==> config.mk <==
export PLATFORM = sky130hd
export DESIGN_NAME = hangul_two_set_key_composer
export DESIGN_NICKNAME = d
export VERILOG_FILES = /design/src/hkc_pkg.sv /design/src/hangul_two_set_key_composer.sv /design/src/hkc_front.sv /design/src/hkc_queue.sv /design/src/hkc_back.sv
export SDC_FILE = /design/constraint.sdc
export NUM_CORES = 1
export LEC_CHECK = 0
export BUFFER_PORTS_ARGS = -buffer_cell sky130_fd_sc_hd__buf_2
export CORE_MARGIN = 1
export CORE_UTILIZATION = 38
export CTS_BUF_LIST = sky130_fd_sc_hd__clkbuf_2
export DETAILED_ROUTE_END_ITERATION = 10
export SLEW_MARGIN = 20
export SYNTH_ARGS = -nofsm -noshare
export SYNTH_HDL_FRONTEND = slang
export SYNTH_SLANG_ARGS = --single-unit
==> constraint.sdc <==
create_clock -name clk -period 16.86 [get_ports clk]
set_clock_uncertainty 0.1 [all_clocks]
set_input_delay 0.843 -clock clk [delete_from_list [all_inputs] [get_ports clk]]
set_output_delay 0.843 -clock clk [all_outputs]
set_load 0.005 [all_outputs]
==> src/hkc_pkg.sv <==
`timescale 1ns / 1ps
`default_nettype none
package hkc_pkg;

	localparam logic [15:0] SylBase     = 16'hAC00;
	localparam logic [15:0] SylPerInit  = 16'd588;
	localparam logic [15:0] SylPerMed   = 16'd28;
	localparam logic [15:0] VowelBase   = 16'h314F;

	localparam logic [7:0] KeyBackspace = 8'd8;
	localparam logic [7:0] KeyTab       = 8'd9;
	localparam logic [7:0] KeySpace     = 8'd32;

	localparam logic [1:0] RegNumbersOnly    = 2'd0;
	localparam logic [1:0] RegNumbersAllowed = 2'd1;
	localparam logic [1:0] RegModeSwitch     = 2'd2;
	localparam logic [1:0] RegStartMode      = 2'd3;

	typedef enum logic {
		OP_APPEND = 1'b0,
		OP_ERASE  = 1'b1
	} edit_op_t;

	typedef enum logic {
		MODE_HANGUL  = 1'b0,
		MODE_ENGLISH = 1'b1
	} input_mode_t;

	typedef enum logic [2:0] {
		LV_IDLE     = 3'd0,
		LV_INITIAL  = 3'd1,
		LV_MEDIAL   = 3'd2,
		LV_CMEDIAL  = 3'd3,
		LV_FINAL    = 3'd4,
		LV_CFINAL   = 3'd5,
		LV_VOWEL    = 3'd6
	} level_t;

	typedef struct packed {
		edit_op_t    op;
		logic [15:0] cp;
	} cmd_t;

	// one key's worth of commands, cnt is 1..3
	typedef struct packed {
		logic [1:0] cnt;
		cmd_t [2:0] cmd;
	} entry_t;

	typedef struct packed {
		logic       vowel;
		logic [4:0] idx;
	} letter_t;

	function automatic letter_t letter_info(input logic [4:0] l, input logic sh);
		letter_t r;
		r = '{vowel: 1'b0, idx: 5'd0};
		case (l)
			5'd0:  r = '{1'b0, 5'd6};
			5'd1:  r = '{1'b1, 5'd17};
			5'd2:  r = '{1'b0, 5'd14};
			5'd3:  r = '{1'b0, 5'd11};
			5'd4:  r = '{1'b0, sh ? 5'd4 : 5'd3};
			5'd5:  r = '{1'b0, 5'd5};
			5'd6:  r = '{1'b0, 5'd18};
			5'd7:  r = '{1'b1, 5'd8};
			5'd8:  r = '{1'b1, 5'd2};
			5'd9:  r = '{1'b1, 5'd4};
			5'd10: r = '{1'b1, 5'd0};
			5'd11: r = '{1'b1, 5'd20};
			5'd12: r = '{1'b1, 5'd18};
			5'd13: r = '{1'b1, 5'd13};
			5'd14: r = '{1'b1, sh ? 5'd3 : 5'd1};
			5'd15: r = '{1'b1, sh ? 5'd7 : 5'd5};
			5'd16: r = '{1'b0, sh ? 5'd8 : 5'd7};
			5'd17: r = '{1'b0, sh ? 5'd1 : 5'd0};
			5'd18: r = '{1'b0, 5'd2};
			5'd19: r = '{1'b0, sh ? 5'd10 : 5'd9};
			5'd20: r = '{1'b1, 5'd6};
			5'd21: r = '{1'b0, 5'd17};
			5'd22: r = '{1'b0, sh ? 5'd13 : 5'd12};
			5'd23: r = '{1'b0, 5'd16};
			5'd24: r = '{1'b1, 5'd12};
			5'd25: r = '{1'b0, 5'd15};
			default: r = '{1'b0, 5'd0};
		endcase
		return r;
	endfunction

	function automatic logic [15:0] cons_cp(input logic [4:0] t);
		logic [15:0] r;
		case (t)
			5'd0:  r = 16'h3131;  5'd1:  r = 16'h3132;  5'd2:  r = 16'h3134;
			5'd3:  r = 16'h3137;  5'd4:  r = 16'h3138;  5'd5:  r = 16'h3139;
			5'd6:  r = 16'h3141;  5'd7:  r = 16'h3142;  5'd8:  r = 16'h3143;
			5'd9:  r = 16'h3145;  5'd10: r = 16'h3146;  5'd11: r = 16'h3147;
			5'd12: r = 16'h3148;  5'd13: r = 16'h3149;  5'd14: r = 16'h314A;
			5'd15: r = 16'h314B;  5'd16: r = 16'h314C;  5'd17: r = 16'h314D;
			5'd18: r = 16'h314E;
			default: r = 16'h3131;
		endcase
		return r;
	endfunction

	function automatic logic [4:0] init_to_final(input logic [4:0] t);
		logic [4:0] r;
		case (t)
			5'd0: r = 5'd1;   5'd1: r = 5'd2;   5'd2: r = 5'd4;   5'd3: r = 5'd7;
			5'd5: r = 5'd8;   5'd6: r = 5'd16;  5'd7: r = 5'd17;  5'd9: r = 5'd19;
			5'd10: r = 5'd20; 5'd11: r = 5'd21; 5'd12: r = 5'd22; 5'd14: r = 5'd23;
			5'd15: r = 5'd24; 5'd16: r = 5'd25; 5'd17: r = 5'd26; 5'd18: r = 5'd27;
			default: r = 5'd0;
		endcase
		return r;
	endfunction

	function automatic logic [4:0] final_to_init(input logic [4:0] f);
		logic [4:0] r;
		case (f)
			5'd2: r = 5'd1;   5'd4: r = 5'd2;   5'd7: r = 5'd3;   5'd8: r = 5'd5;
			5'd16: r = 5'd6;  5'd17: r = 5'd7;  5'd19: r = 5'd9;  5'd20: r = 5'd10;
			5'd21: r = 5'd11; 5'd22: r = 5'd12; 5'd23: r = 5'd14; 5'd24: r = 5'd15;
			5'd25: r = 5'd16; 5'd26: r = 5'd17; 5'd27: r = 5'd18;
			default: r = 5'd0;
		endcase
		return r;
	endfunction

	// compound final from a final and an added initial, 0 when none
	function automatic logic [4:0] fin_join(input logic [4:0] f, input logic [4:0] t);
		logic [4:0] r;
		r = 5'd0;
		case ({f, t})
			{5'd1, 5'd9}:   r = 5'd3;
			{5'd4, 5'd12}:  r = 5'd5;
			{5'd4, 5'd18}:  r = 5'd6;
			{5'd8, 5'd0}:   r = 5'd9;
			{5'd8, 5'd6}:   r = 5'd10;
			{5'd8, 5'd7}:   r = 5'd11;
			{5'd8, 5'd9}:   r = 5'd12;
			{5'd8, 5'd16}:  r = 5'd13;
			{5'd8, 5'd17}:  r = 5'd14;
			{5'd8, 5'd18}:  r = 5'd15;
			{5'd17, 5'd9}:  r = 5'd18;
			default:        r = 5'd0;
		endcase
		return r;
	endfunction

	// compound final split: {first final, moved initial}
	function automatic logic [9:0] fin_split(input logic [4:0] f);
		logic [9:0] r;
		case (f)
			5'd3:  r = {5'd1, 5'd9};
			5'd5:  r = {5'd4, 5'd12};
			5'd6:  r = {5'd4, 5'd18};
			5'd9:  r = {5'd8, 5'd0};
			5'd10: r = {5'd8, 5'd6};
			5'd11: r = {5'd8, 5'd7};
			5'd12: r = {5'd8, 5'd9};
			5'd13: r = {5'd8, 5'd16};
			5'd14: r = {5'd8, 5'd17};
			5'd15: r = {5'd8, 5'd18};
			5'd18: r = {5'd17, 5'd9};
			default: r = {f, 5'd0};
		endcase
		return r;
	endfunction

	function automatic logic [4:0] vow_join(input logic [4:0] m, input logic [4:0] t);
		logic [4:0] r;
		case ({m, t})
			{5'd8, 5'd0}:   r = 5'd9;
			{5'd8, 5'd1}:   r = 5'd10;
			{5'd8, 5'd20}:  r = 5'd11;
			{5'd13, 5'd4}:  r = 5'd14;
			{5'd13, 5'd5}:  r = 5'd15;
			{5'd13, 5'd20}: r = 5'd16;
			{5'd18, 5'd20}: r = 5'd19;
			default:        r = 5'd0;
		endcase
		return r;
	endfunction

	function automatic logic [15:0] syllable(input logic [4:0] a, input logic [4:0] b,
		input logic [4:0] c);
		return SylBase + 16'(a) * SylPerInit + 16'(b) * SylPerMed + 16'(c);
	endfunction

endpackage
`default_nettype wire

==> src/hangul_two_set_key_composer.sv <==
`timescale 1ns / 1ps
`default_nettype none
// two-set hangul keyboard composer: every key word on the slave side yields zero to three
// edit words on the master side, each either an append of one code point (with its
// utf-8 bytes) or an erase of the last character; tlast marks the final word of a key.
// the front decodes a key and steps the composition state as the key is taken, so keys can
// be taken every cycle while a two-entry queue has room and no register write is offered;
// the back issues one edit word per cycle from the queue head while the receiver is ready.
// configuration writes are taken at once (cfg_ready is always high), hold off key words in
// the same cycle, and must only be issued while the block is idle.
module hangul_two_set_key_composer (
	input  wire         clk,
	input  wire         arst_n,
	// key input
	input  wire         s_tvalid,
	output logic        s_tready,
	input  wire  [7:0]  s_tdata,   // [7:0] key_code
	input  wire         s_tuser,   // [0] shift_held
	// edit output
	output logic        m_tvalid,
	input  wire         m_tready,
	output logic [47:0] m_tdata,   // [15:0] code_point, [39:16] utf8_code, [41:40] utf8_length
	output logic        m_tuser,   // [0] edit_op
	output logic        m_tlast,   // last word of this key
	// register writes
	input  wire         cfg_valid,
	output logic        cfg_ready,
	input  wire  [7:0]  cfg_index,
	input  wire         cfg_data
);

	logic            push, full, pop, head_valid;
	hkc_pkg::entry_t push_entry, head_entry;
	logic [15:0]     cp;
	logic [23:0]     utf8;
	logic [1:0]      len;

	assign cfg_ready = 1'b1;
	// a register write wins over a key in the same cycle
	assign s_tready  = !full && !cfg_valid;

	hkc_front u_front (
		.clk        (clk),
		.arst_n     (arst_n),
		.key_valid  (s_tvalid && s_tready),
		.key_code   (s_tdata),
		.shift_held (s_tuser),
		.cfg_we     (cfg_valid),
		.cfg_index  (cfg_index),
		.cfg_data   (cfg_data),
		.push       (push),
		.push_entry (push_entry)
	);

	// keys with results only; the queue decouples decode from output stalls
	hkc_queue u_queue (
		.clk        (clk),
		.arst_n     (arst_n),
		.push       (push),
		.push_entry (push_entry),
		.full       (full),
		.pop        (pop),
		.head_valid (head_valid),
		.head_entry (head_entry)
	);

	hkc_back u_back (
		.clk        (clk),
		.arst_n     (arst_n),
		.head_valid (head_valid),
		.head_entry (head_entry),
		.pop        (pop),
		.out_valid  (m_tvalid),
		.out_ready  (m_tready),
		.out_op     (m_tuser),
		.out_cp     (cp),
		.out_utf8   (utf8),
		.out_len    (len),
		.out_last   (m_tlast)
	);

	assign m_tdata = {6'd0, len, utf8, cp};

endmodule
`default_nettype wire

==> src/hkc_front.sv <==
`timescale 1ns / 1ps
`default_nettype none
module hkc_front (
	input  wire                  clk,
	input  wire                  arst_n,
	input  wire                  key_valid,
	input  wire  [7:0]           key_code,
	input  wire                  shift_held,
	input  wire                  cfg_we,
	input  wire  [7:0]           cfg_index,
	input  wire                  cfg_data,
	output logic                 push,
	output hkc_pkg::entry_t      push_entry
);

	logic                 numbers_only_q, numbers_allowed_q, mode_switch_q;
	hkc_pkg::input_mode_t mode_q, mode_d;
	hkc_pkg::level_t      level_q, level_d, lv;
	logic [4:0]           ini_q, med_q, fin_q, ini_d, med_d, fin_d;
	logic                 digit, letter;
	hkc_pkg::letter_t     li;
	logic [4:0]           t, i2f, fj, vj, f2i;
	logic [9:0]           split;

	assign digit  = (key_code >= 8'h30) && (key_code <= 8'h39);
	assign letter = (key_code >= 8'h61) && (key_code <= 8'h7A);
	assign li     = hkc_pkg::letter_info(5'(key_code - 8'h61), shift_held);
	assign t      = li.idx;
	assign i2f    = hkc_pkg::init_to_final(t);
	assign fj     = hkc_pkg::fin_join(fin_q, t);
	assign vj     = hkc_pkg::vow_join(med_q, t);
	assign f2i    = hkc_pkg::final_to_init(fin_q);
	assign split  = hkc_pkg::fin_split(fin_q);

	always_comb begin
		mode_d = mode_q;
		level_d = level_q;
		ini_d = ini_q;
		med_d = med_q;
		fin_d = fin_q;
		push = 1'b0;
		push_entry = '0;
		lv = (level_q == 3'd7) ? hkc_pkg::LV_IDLE : level_q;
		if (key_code == hkc_pkg::KeyTab) begin
			if (mode_switch_q) begin
				if (mode_q == hkc_pkg::MODE_HANGUL) begin
					level_d = hkc_pkg::LV_IDLE;
					mode_d = hkc_pkg::MODE_ENGLISH;
				end else begin
					mode_d = hkc_pkg::MODE_HANGUL;
				end
			end
		end else if (numbers_only_q) begin
			push_entry.cnt = 2'd1;
			if (digit) begin
				push = 1'b1;
				push_entry.cmd[0] = '{hkc_pkg::OP_APPEND, 16'(key_code)};
			end else if (key_code == hkc_pkg::KeyBackspace) begin
				push = 1'b1;
				push_entry.cmd[0] = '{hkc_pkg::OP_ERASE, 16'd0};
			end
		end else if (mode_q == hkc_pkg::MODE_ENGLISH) begin
			push_entry.cnt = 2'd1;
			if (key_code == hkc_pkg::KeySpace || (digit && numbers_allowed_q)) begin
				push = 1'b1;
				push_entry.cmd[0] = '{hkc_pkg::OP_APPEND, 16'(key_code)};
			end else if (letter) begin
				push = 1'b1;
				push_entry.cmd[0] = '{hkc_pkg::OP_APPEND,
					16'(shift_held ? key_code - 8'd32 : key_code)};
			end else if (key_code == hkc_pkg::KeyBackspace) begin
				push = 1'b1;
				push_entry.cmd[0] = '{hkc_pkg::OP_ERASE, 16'd0};
			end
		end else begin
			level_d = lv;
			if (key_code == hkc_pkg::KeySpace || (digit && numbers_allowed_q)) begin
				level_d = hkc_pkg::LV_IDLE;
				push = 1'b1;
				push_entry.cnt = 2'd1;
				push_entry.cmd[0] = '{hkc_pkg::OP_APPEND, 16'(key_code)};
			end else if (key_code == hkc_pkg::KeyBackspace) begin
				level_d = hkc_pkg::LV_IDLE;
				push = 1'b1;
				push_entry.cnt = 2'd1;
				push_entry.cmd[0] = '{hkc_pkg::OP_ERASE, 16'd0};
			end else if (letter) begin
				push = 1'b1;
				// command slots fill from cmd[0] upward
				if (!li.vowel) begin
					if ((lv == hkc_pkg::LV_MEDIAL || lv == hkc_pkg::LV_CMEDIAL) && i2f != 5'd0) begin
						fin_d = i2f;
						level_d = hkc_pkg::LV_FINAL;
						push_entry.cnt = 2'd2;
						push_entry.cmd[0] = '{hkc_pkg::OP_ERASE, 16'd0};
						push_entry.cmd[1] = '{hkc_pkg::OP_APPEND, hkc_pkg::syllable(ini_q, med_q, i2f)};
					end else if (lv == hkc_pkg::LV_FINAL && fj != 5'd0) begin
						fin_d = fj;
						level_d = hkc_pkg::LV_CFINAL;
						push_entry.cnt = 2'd2;
						push_entry.cmd[0] = '{hkc_pkg::OP_ERASE, 16'd0};
						push_entry.cmd[1] = '{hkc_pkg::OP_APPEND, hkc_pkg::syllable(ini_q, med_q, fj)};
					end else begin
						ini_d = t;
						level_d = hkc_pkg::LV_INITIAL;
						push_entry.cnt = 2'd1;
						push_entry.cmd[0] = '{hkc_pkg::OP_APPEND, hkc_pkg::cons_cp(t)};
					end
				end else if (lv == hkc_pkg::LV_INITIAL) begin
					med_d = t;
					level_d = hkc_pkg::LV_MEDIAL;
					push_entry.cnt = 2'd2;
					push_entry.cmd[0] = '{hkc_pkg::OP_ERASE, 16'd0};
					push_entry.cmd[1] = '{hkc_pkg::OP_APPEND, hkc_pkg::syllable(ini_q, t, 5'd0)};
				end else if (lv == hkc_pkg::LV_MEDIAL && vj != 5'd0) begin
					med_d = vj;
					level_d = hkc_pkg::LV_CMEDIAL;
					push_entry.cnt = 2'd2;
					push_entry.cmd[0] = '{hkc_pkg::OP_ERASE, 16'd0};
					push_entry.cmd[1] = '{hkc_pkg::OP_APPEND, hkc_pkg::syllable(ini_q, vj, 5'd0)};
				end else if (lv == hkc_pkg::LV_FINAL) begin
					// final consonant moves onto the new syllable
					ini_d = f2i;
					med_d = t;
					level_d = hkc_pkg::LV_MEDIAL;
					push_entry.cnt = 2'd3;
					push_entry.cmd[0] = '{hkc_pkg::OP_ERASE, 16'd0};
					push_entry.cmd[1] = '{hkc_pkg::OP_APPEND, hkc_pkg::syllable(ini_q, med_q, 5'd0)};
					push_entry.cmd[2] = '{hkc_pkg::OP_APPEND, hkc_pkg::syllable(f2i, t, 5'd0)};
				end else if (lv == hkc_pkg::LV_CFINAL) begin
					fin_d = split[9:5];
					ini_d = split[4:0];
					med_d = t;
					level_d = hkc_pkg::LV_MEDIAL;
					push_entry.cnt = 2'd3;
					push_entry.cmd[0] = '{hkc_pkg::OP_ERASE, 16'd0};
					push_entry.cmd[1] = '{hkc_pkg::OP_APPEND,
						hkc_pkg::syllable(ini_q, med_q, split[9:5])};
					push_entry.cmd[2] = '{hkc_pkg::OP_APPEND,
						hkc_pkg::syllable(split[4:0], t, 5'd0)};
				end else begin
					med_d = t;
					level_d = hkc_pkg::LV_VOWEL;
					push_entry.cnt = 2'd1;
					push_entry.cmd[0] = '{hkc_pkg::OP_APPEND, hkc_pkg::VowelBase + 16'(t)};
				end
			end
		end
		if (!key_valid) begin
			push = 1'b0;
		end
	end

	// start_mode only acts at the moment it is written
	always_ff @(posedge clk or negedge arst_n) begin
		if (!arst_n) begin
			numbers_only_q <= 1'b0;
			numbers_allowed_q <= 1'b1;
			mode_switch_q <= 1'b1;
			mode_q <= hkc_pkg::MODE_HANGUL;
			level_q <= hkc_pkg::LV_IDLE;
			ini_q <= '0;
			med_q <= '0;
			fin_q <= '0;
		end else if (cfg_we) begin
			case (cfg_index)
				8'(hkc_pkg::RegNumbersOnly):    numbers_only_q <= cfg_data;
				8'(hkc_pkg::RegNumbersAllowed): numbers_allowed_q <= cfg_data;
				8'(hkc_pkg::RegModeSwitch):     mode_switch_q <= cfg_data;
				8'(hkc_pkg::RegStartMode): begin
					mode_q <= hkc_pkg::input_mode_t'(cfg_data);
					level_q <= hkc_pkg::LV_IDLE;
				end
				default: ;
			endcase
		end else if (key_valid) begin
			mode_q <= mode_d;
			level_q <= level_d;
			ini_q <= ini_d;
			med_q <= med_d;
			fin_q <= fin_d;
		end
	end

endmodule
`default_nettype wire

==> src/hkc_queue.sv <==
`timescale 1ns / 1ps
`default_nettype none
module hkc_queue (
	input  wire                  clk,
	input  wire                  arst_n,
	input  wire                  push,
	input  hkc_pkg::entry_t      push_entry,
	output logic                 full,
	input  wire                  pop,
	output logic                 head_valid,
	output hkc_pkg::entry_t      head_entry
);

	hkc_pkg::entry_t mem_q [2];
	logic            wr_q, rd_q;
	logic [1:0]      count_q;

	assign full = count_q == 2'd2;
	assign head_valid = count_q != 2'd0;
	assign head_entry = mem_q[rd_q];

	always_ff @(posedge clk) begin
		if (push) begin
			mem_q[wr_q] <= push_entry;
		end
	end

	always_ff @(posedge clk or negedge arst_n) begin
		if (!arst_n) begin
			wr_q <= 1'b0;
			rd_q <= 1'b0;
			count_q <= '0;
		end else begin
			if (push) begin
				wr_q <= !wr_q;
			end
			if (pop) begin
				rd_q <= !rd_q;
			end
			count_q <= count_q + 2'(push) - 2'(pop);
		end
	end

endmodule
`default_nettype wire

==> src/hkc_back.sv <==
`timescale 1ns / 1ps
`default_nettype none
module hkc_back (
	input  wire                  clk,
	input  wire                  arst_n,
	input  wire                  head_valid,
	input  hkc_pkg::entry_t      head_entry,
	output logic                 pop,
	output logic                 out_valid,
	input  wire                  out_ready,
	output logic                 out_op,
	output logic [15:0]          out_cp,
	output logic [23:0]          out_utf8,
	output logic [1:0]           out_len,
	output logic                 out_last
);

	logic [1:0]    idx_q;
	logic          load, last;
	hkc_pkg::cmd_t cur;
	logic [23:0]   code;
	logic [1:0]    len;

	assign cur  = head_entry.cmd[idx_q];
	assign last = idx_q == head_entry.cnt - 2'd1;
	assign load = head_valid && (!out_valid || out_ready);
	assign pop  = load && last;

	always_comb begin
		if (cur.op == hkc_pkg::OP_ERASE) begin
			code = '0;
			len = 2'd0;
		end else if (cur.cp < 16'h0080) begin
			code = 24'(cur.cp);
			len = 2'd1;
		end else if (cur.cp < 16'h0800) begin
			code = {8'd0, 3'b110, cur.cp[10:6], 2'b10, cur.cp[5:0]};
			len = 2'd2;
		end else begin
			code = {4'hE, cur.cp[15:12], 2'b10, cur.cp[11:6], 2'b10, cur.cp[5:0]};
			len = 2'd3;
		end
	end

	always_ff @(posedge clk or negedge arst_n) begin
		if (!arst_n) begin
			out_valid <= 1'b0;
			idx_q <= '0;
		end else begin
			if (load) begin
				out_valid <= 1'b1;
				idx_q <= last ? 2'd0 : idx_q + 2'd1;
			end else if (out_ready) begin
				out_valid <= 1'b0;
			end
		end
	end

	always_ff @(posedge clk) begin
		if (load) begin
			out_op <= cur.op;
			out_cp <= (cur.op == hkc_pkg::OP_ERASE) ? 16'd0 : cur.cp;
			out_utf8 <= code;
			out_len <= len;
			out_last <= last;
		end
	end

endmodule
`default_nettype wire

==> results.tsv <==
stage	metric	value	unit
cts	clk buf depth	2	
drt	drt total wl	39500	um
cts	CTS tree	built	
layout	layout cells sized above 1	0.109	
layout	NumNets Final	1850	
pwr	P_leak	6.78	nW
setup_path	CP Capture Type	flop	
cts	CTS clk-pin slew, worst paths	0.26	ns
run_status	status	completed	
sta	crit path time final	7.43	ns
layout	final instance area	15700	um2
sta	Slew HR	0.308	
grt	M1 GR Usage	0.286	
grt	initial antenna violation count	1	
pwr	Pwr per Cell Area	112	nW/um2
grt	GR Util met3	0.0206	
grt	GR Util All Layers	0.202	
drt	routed vias/inst	5.65	
drt	wire per inst	18.3	um
sta	Slew @ Worst Pin	1.03	ns
synthesis	Post-Syn Area per Cell	9.19	um2
drt	DRT iter0 DRCs	907	
placed_design	post-DP HPWL	30600	um
synthesis	#FFs+latches synth	150	
sta	TNS Setup	0	ns
setup_path	Worst Path Required	17.22	ns
synthesis	Synth top cells by count	173 x ha_1, 157 x nor2_1, 129 x a21oi_1	
die	Die X-Extent	199	um
grt	first-pass GRT wire length	63100	um
sta	fin crit share	0.441	
synthesis	top post-synthesis cells by area	edfxtp_1 25%, ha_1 15%, xnor2_1 4.7%	
grt	Most Crowded Layer GR	met2	
pwr	VDD IR max	0.0506	mV
sta	RSZ-0062 raised after global routing	no	
sta	Final Max Tran Viols	0	
placed_design	Port Buf Inserts	67	
synthesis	Syn. warnings	0	
placed_design	placed cell count	2122	
die	Die ar.	39700	um2
setup_path	Startpoint Class	primary input	
drt	post-route ant nets	0	
grt	largest net degree at the start of global routing	44	
cts	CTS sink count	150	
die	I/O Pins	76	
synthesis	Mapped Area	14800	um2
setup_path	Worst Path Class, Setup	in -> reg	
placed_design	placed instance area	15500	um2
placed_design	GP Congestion	0.926	
synthesis	top cell type's share of synthesized area	0.246	
synthesis	Main synth FF type	edfxtp_1	
cts	Root Buffer	clkbuf_2	
layout	layout filler cell count	3796	
synthesis	post-synthesis sequential area ratio	0.295	
layout	Layout area overhead	6.32	%
sta	final hold viol count	0	
synthesis	Post-synth EDFFs	121	
drt	via count	12200	
synthesis	Synth area leader	edfxtp_1	
die	Initial Utilization	0.389	
min_path	worst hold path type	in -> reg	
job	total of max-cap violations	0	
layout	Final Util	0.414	
drt	DRC violations left	0	
synthesis	most common cell in the synthesized netlist	ha_1	
sta	setup violators final	0	
cts	CTS buffer count	17	
cts	H-tree depth	4	
drt	First-pass DRT Iterations	6	
layout	fin cells	2156	
sta	FMAX	135	MHz
setup_path	CP Max Fanout	37	
die	CORE AREA	38000	um2
setup_path	Arr. time, crit path	7.79	ns
die	Die Ht	199	um
synthesis	ys async rst share	0.193	
synthesis	Unique masters post-synth	107	
grt	vias in the first global route	11500	
cts	Post-CTS Setup Inserts	0	
die	row cnt	71	
grt	total grt overflow	0	
cts	clk_lat worst skew	0.76	ns
synthesis	Syn Inst Count	1611	
grt	met2 GRT Util	0.330	
[metal layers]
layer | vias to the layer above | routed length (um)
li1 | 5900 | -
met1 | 5826 | 18800
met2 | 418 | 17900
met3 | 46 | 2220
met4 | 0 | 663
met5 | - | 0
[cell type report]
| class | instances | area, um2 | share of cell area |
|---|---|---|---|
| antenna | 1 | 2.50 | 0.000159 |
| clock inverter | 15 | 181 | 0.0115 |
| multi-input combinational | 1296 | 9700 | 0.616 |
| clock buffer | 17 | 85.1 | 0.00541 |
| timing repair buffer | 82 | 450 | 0.0286 |
| sequential | 150 | 4360 | 0.277 |
| tap | 511 | 639 | 0.0406 |
| inverter | 84 | 318 | 0.0202 |
[cell usage in the layout, fill, tap and decap left out, types with 31 or more instances in the layout]
master      n
mux2i_1    38
buf_2      67
inv_1      79
nand2_1   117
xor2_1     35
xnor2_1    80
nor2b_1    31
ha_1      173
edfxtp_1  121
o21ai_0    89
a21oi_1   129
nor3_1     35
nor2_1    157
[state kept, by name, summed over array words and instances, names as in the netlist]
| signal | flops |
|---|---|
| u_back.idx_q | 2 |
| u_back.out_cp | 16 |
| u_back.out_last | 1 |
| u_back.out_len | 2 |
| u_back.out_op | 1 |
| u_back.out_utf8 | 15 |
| u_back.out_valid | 1 |
| u_front.fin_q | 5 |
| u_front.ini_q | 5 |
| u_front.level_q | 3 |
| u_front.med_q | 5 |
| u_front.mode_q | 1 |
| u_front.mode_switch_q | 1 |
| u_front.numbers_allowed_q | 1 |
| u_front.numbers_only_q | 1 |
| u_queue.count_q | 2 |
| u_queue.mem_q | 86 |
| u_queue.rd_q | 1 |
| u_queue.wr_q | 1 |
[critical path, stage by stage]
cell	delay [ns]
buf_2	0.45
nand2b_1	0.19
a22o_1	0.26
a22oi_1	0.13
nand4_1	0.54
ha_1	0.58
o21ai_0	0.53
inv_1	0.29
a21oi_1	0.55
inv_1	0.18
fa_1	0.51
ha_1	0.35
a21oi_1	0.22
xor2_1	0.18
ha_1	0.27
o21ai_0	0.15
o21bai_1	0.19
a21o_1	0.21
a21oi_1	0.34
nand2_1	0.10
a41oi_1	0.24
a21oi_1	0.07
a221oi_1	0.31
a211oi_1	0.11
[power breakdown]
part | leakage, nW | internal, mW | switching, mW
clock | 0.157 | 0.0525 | 0.165
sequential | 1.55 | 0.482 | 0.0322
combinational | 5.07 | 0.409 | 0.630
[what timing repair did]
item / in CTS / in global routing
hold endpoints to repair: 17 / 0
hold buffers: 1 / 0
gates resized for setup: 0 / 0
[through the flow]
stage                     total power, mW  setup WS (ns)  hold slack (ns)
after floorplan                      1.29           9.55            0.352
after CTS                            1.77           9.60            0.201
final                                1.77           9.43            0.253
after global placement               1.54           9.13            0.379
after detailed placement             1.55           8.80            0.384
after global routing                 1.91           8.77            0.184
[path summary, 6_finish.rpt]
check / startpoint / to / slack (ns) / cells past startpoint
max: s_tdata[1] / u_queue.mem_q[1][31]$_DFFE_PP_ / 9.43 / 24
min: m_tready / u_back.out_valid$_DFFE_PN0P_ / 0.25 / 3
max reg2reg: u_front.ini_q[4]$_DFFE_PN0P_ / u_queue.mem_q[1][31]$_DFFE_PP_ / 10.72 / 18
min reg2reg: u_back.out_valid$_DFFE_PN0P_ / u_back.out_valid$_DFFE_PN0P_ / 0.43 / 2
max in group asynchronous: arst_n / u_front.fin_q[1]$_DFFE_PN0P_ / 15.59 / 2
min in group asynchronous: arst_n / u_front.fin_q[3]$_DFFE_PN0P_ / 0.53 / 2
[cells by family after synthesis]
kind of cell / Yosys count / share of synthesized area
DFF: 150 / 0.295
adders and majority gates: 197 / 0.178
xor gates and xnor gates: 116 / 0.0696
and+or+nand+nor: 469 / 0.154
other: 2 / 0.000507
muxes: 57 / 0.0475
AOI/OAI and AO/OA: 447 / 0.203
buffers and inverters: 173 / 0.0534
(Power assumes the default switching activity.)
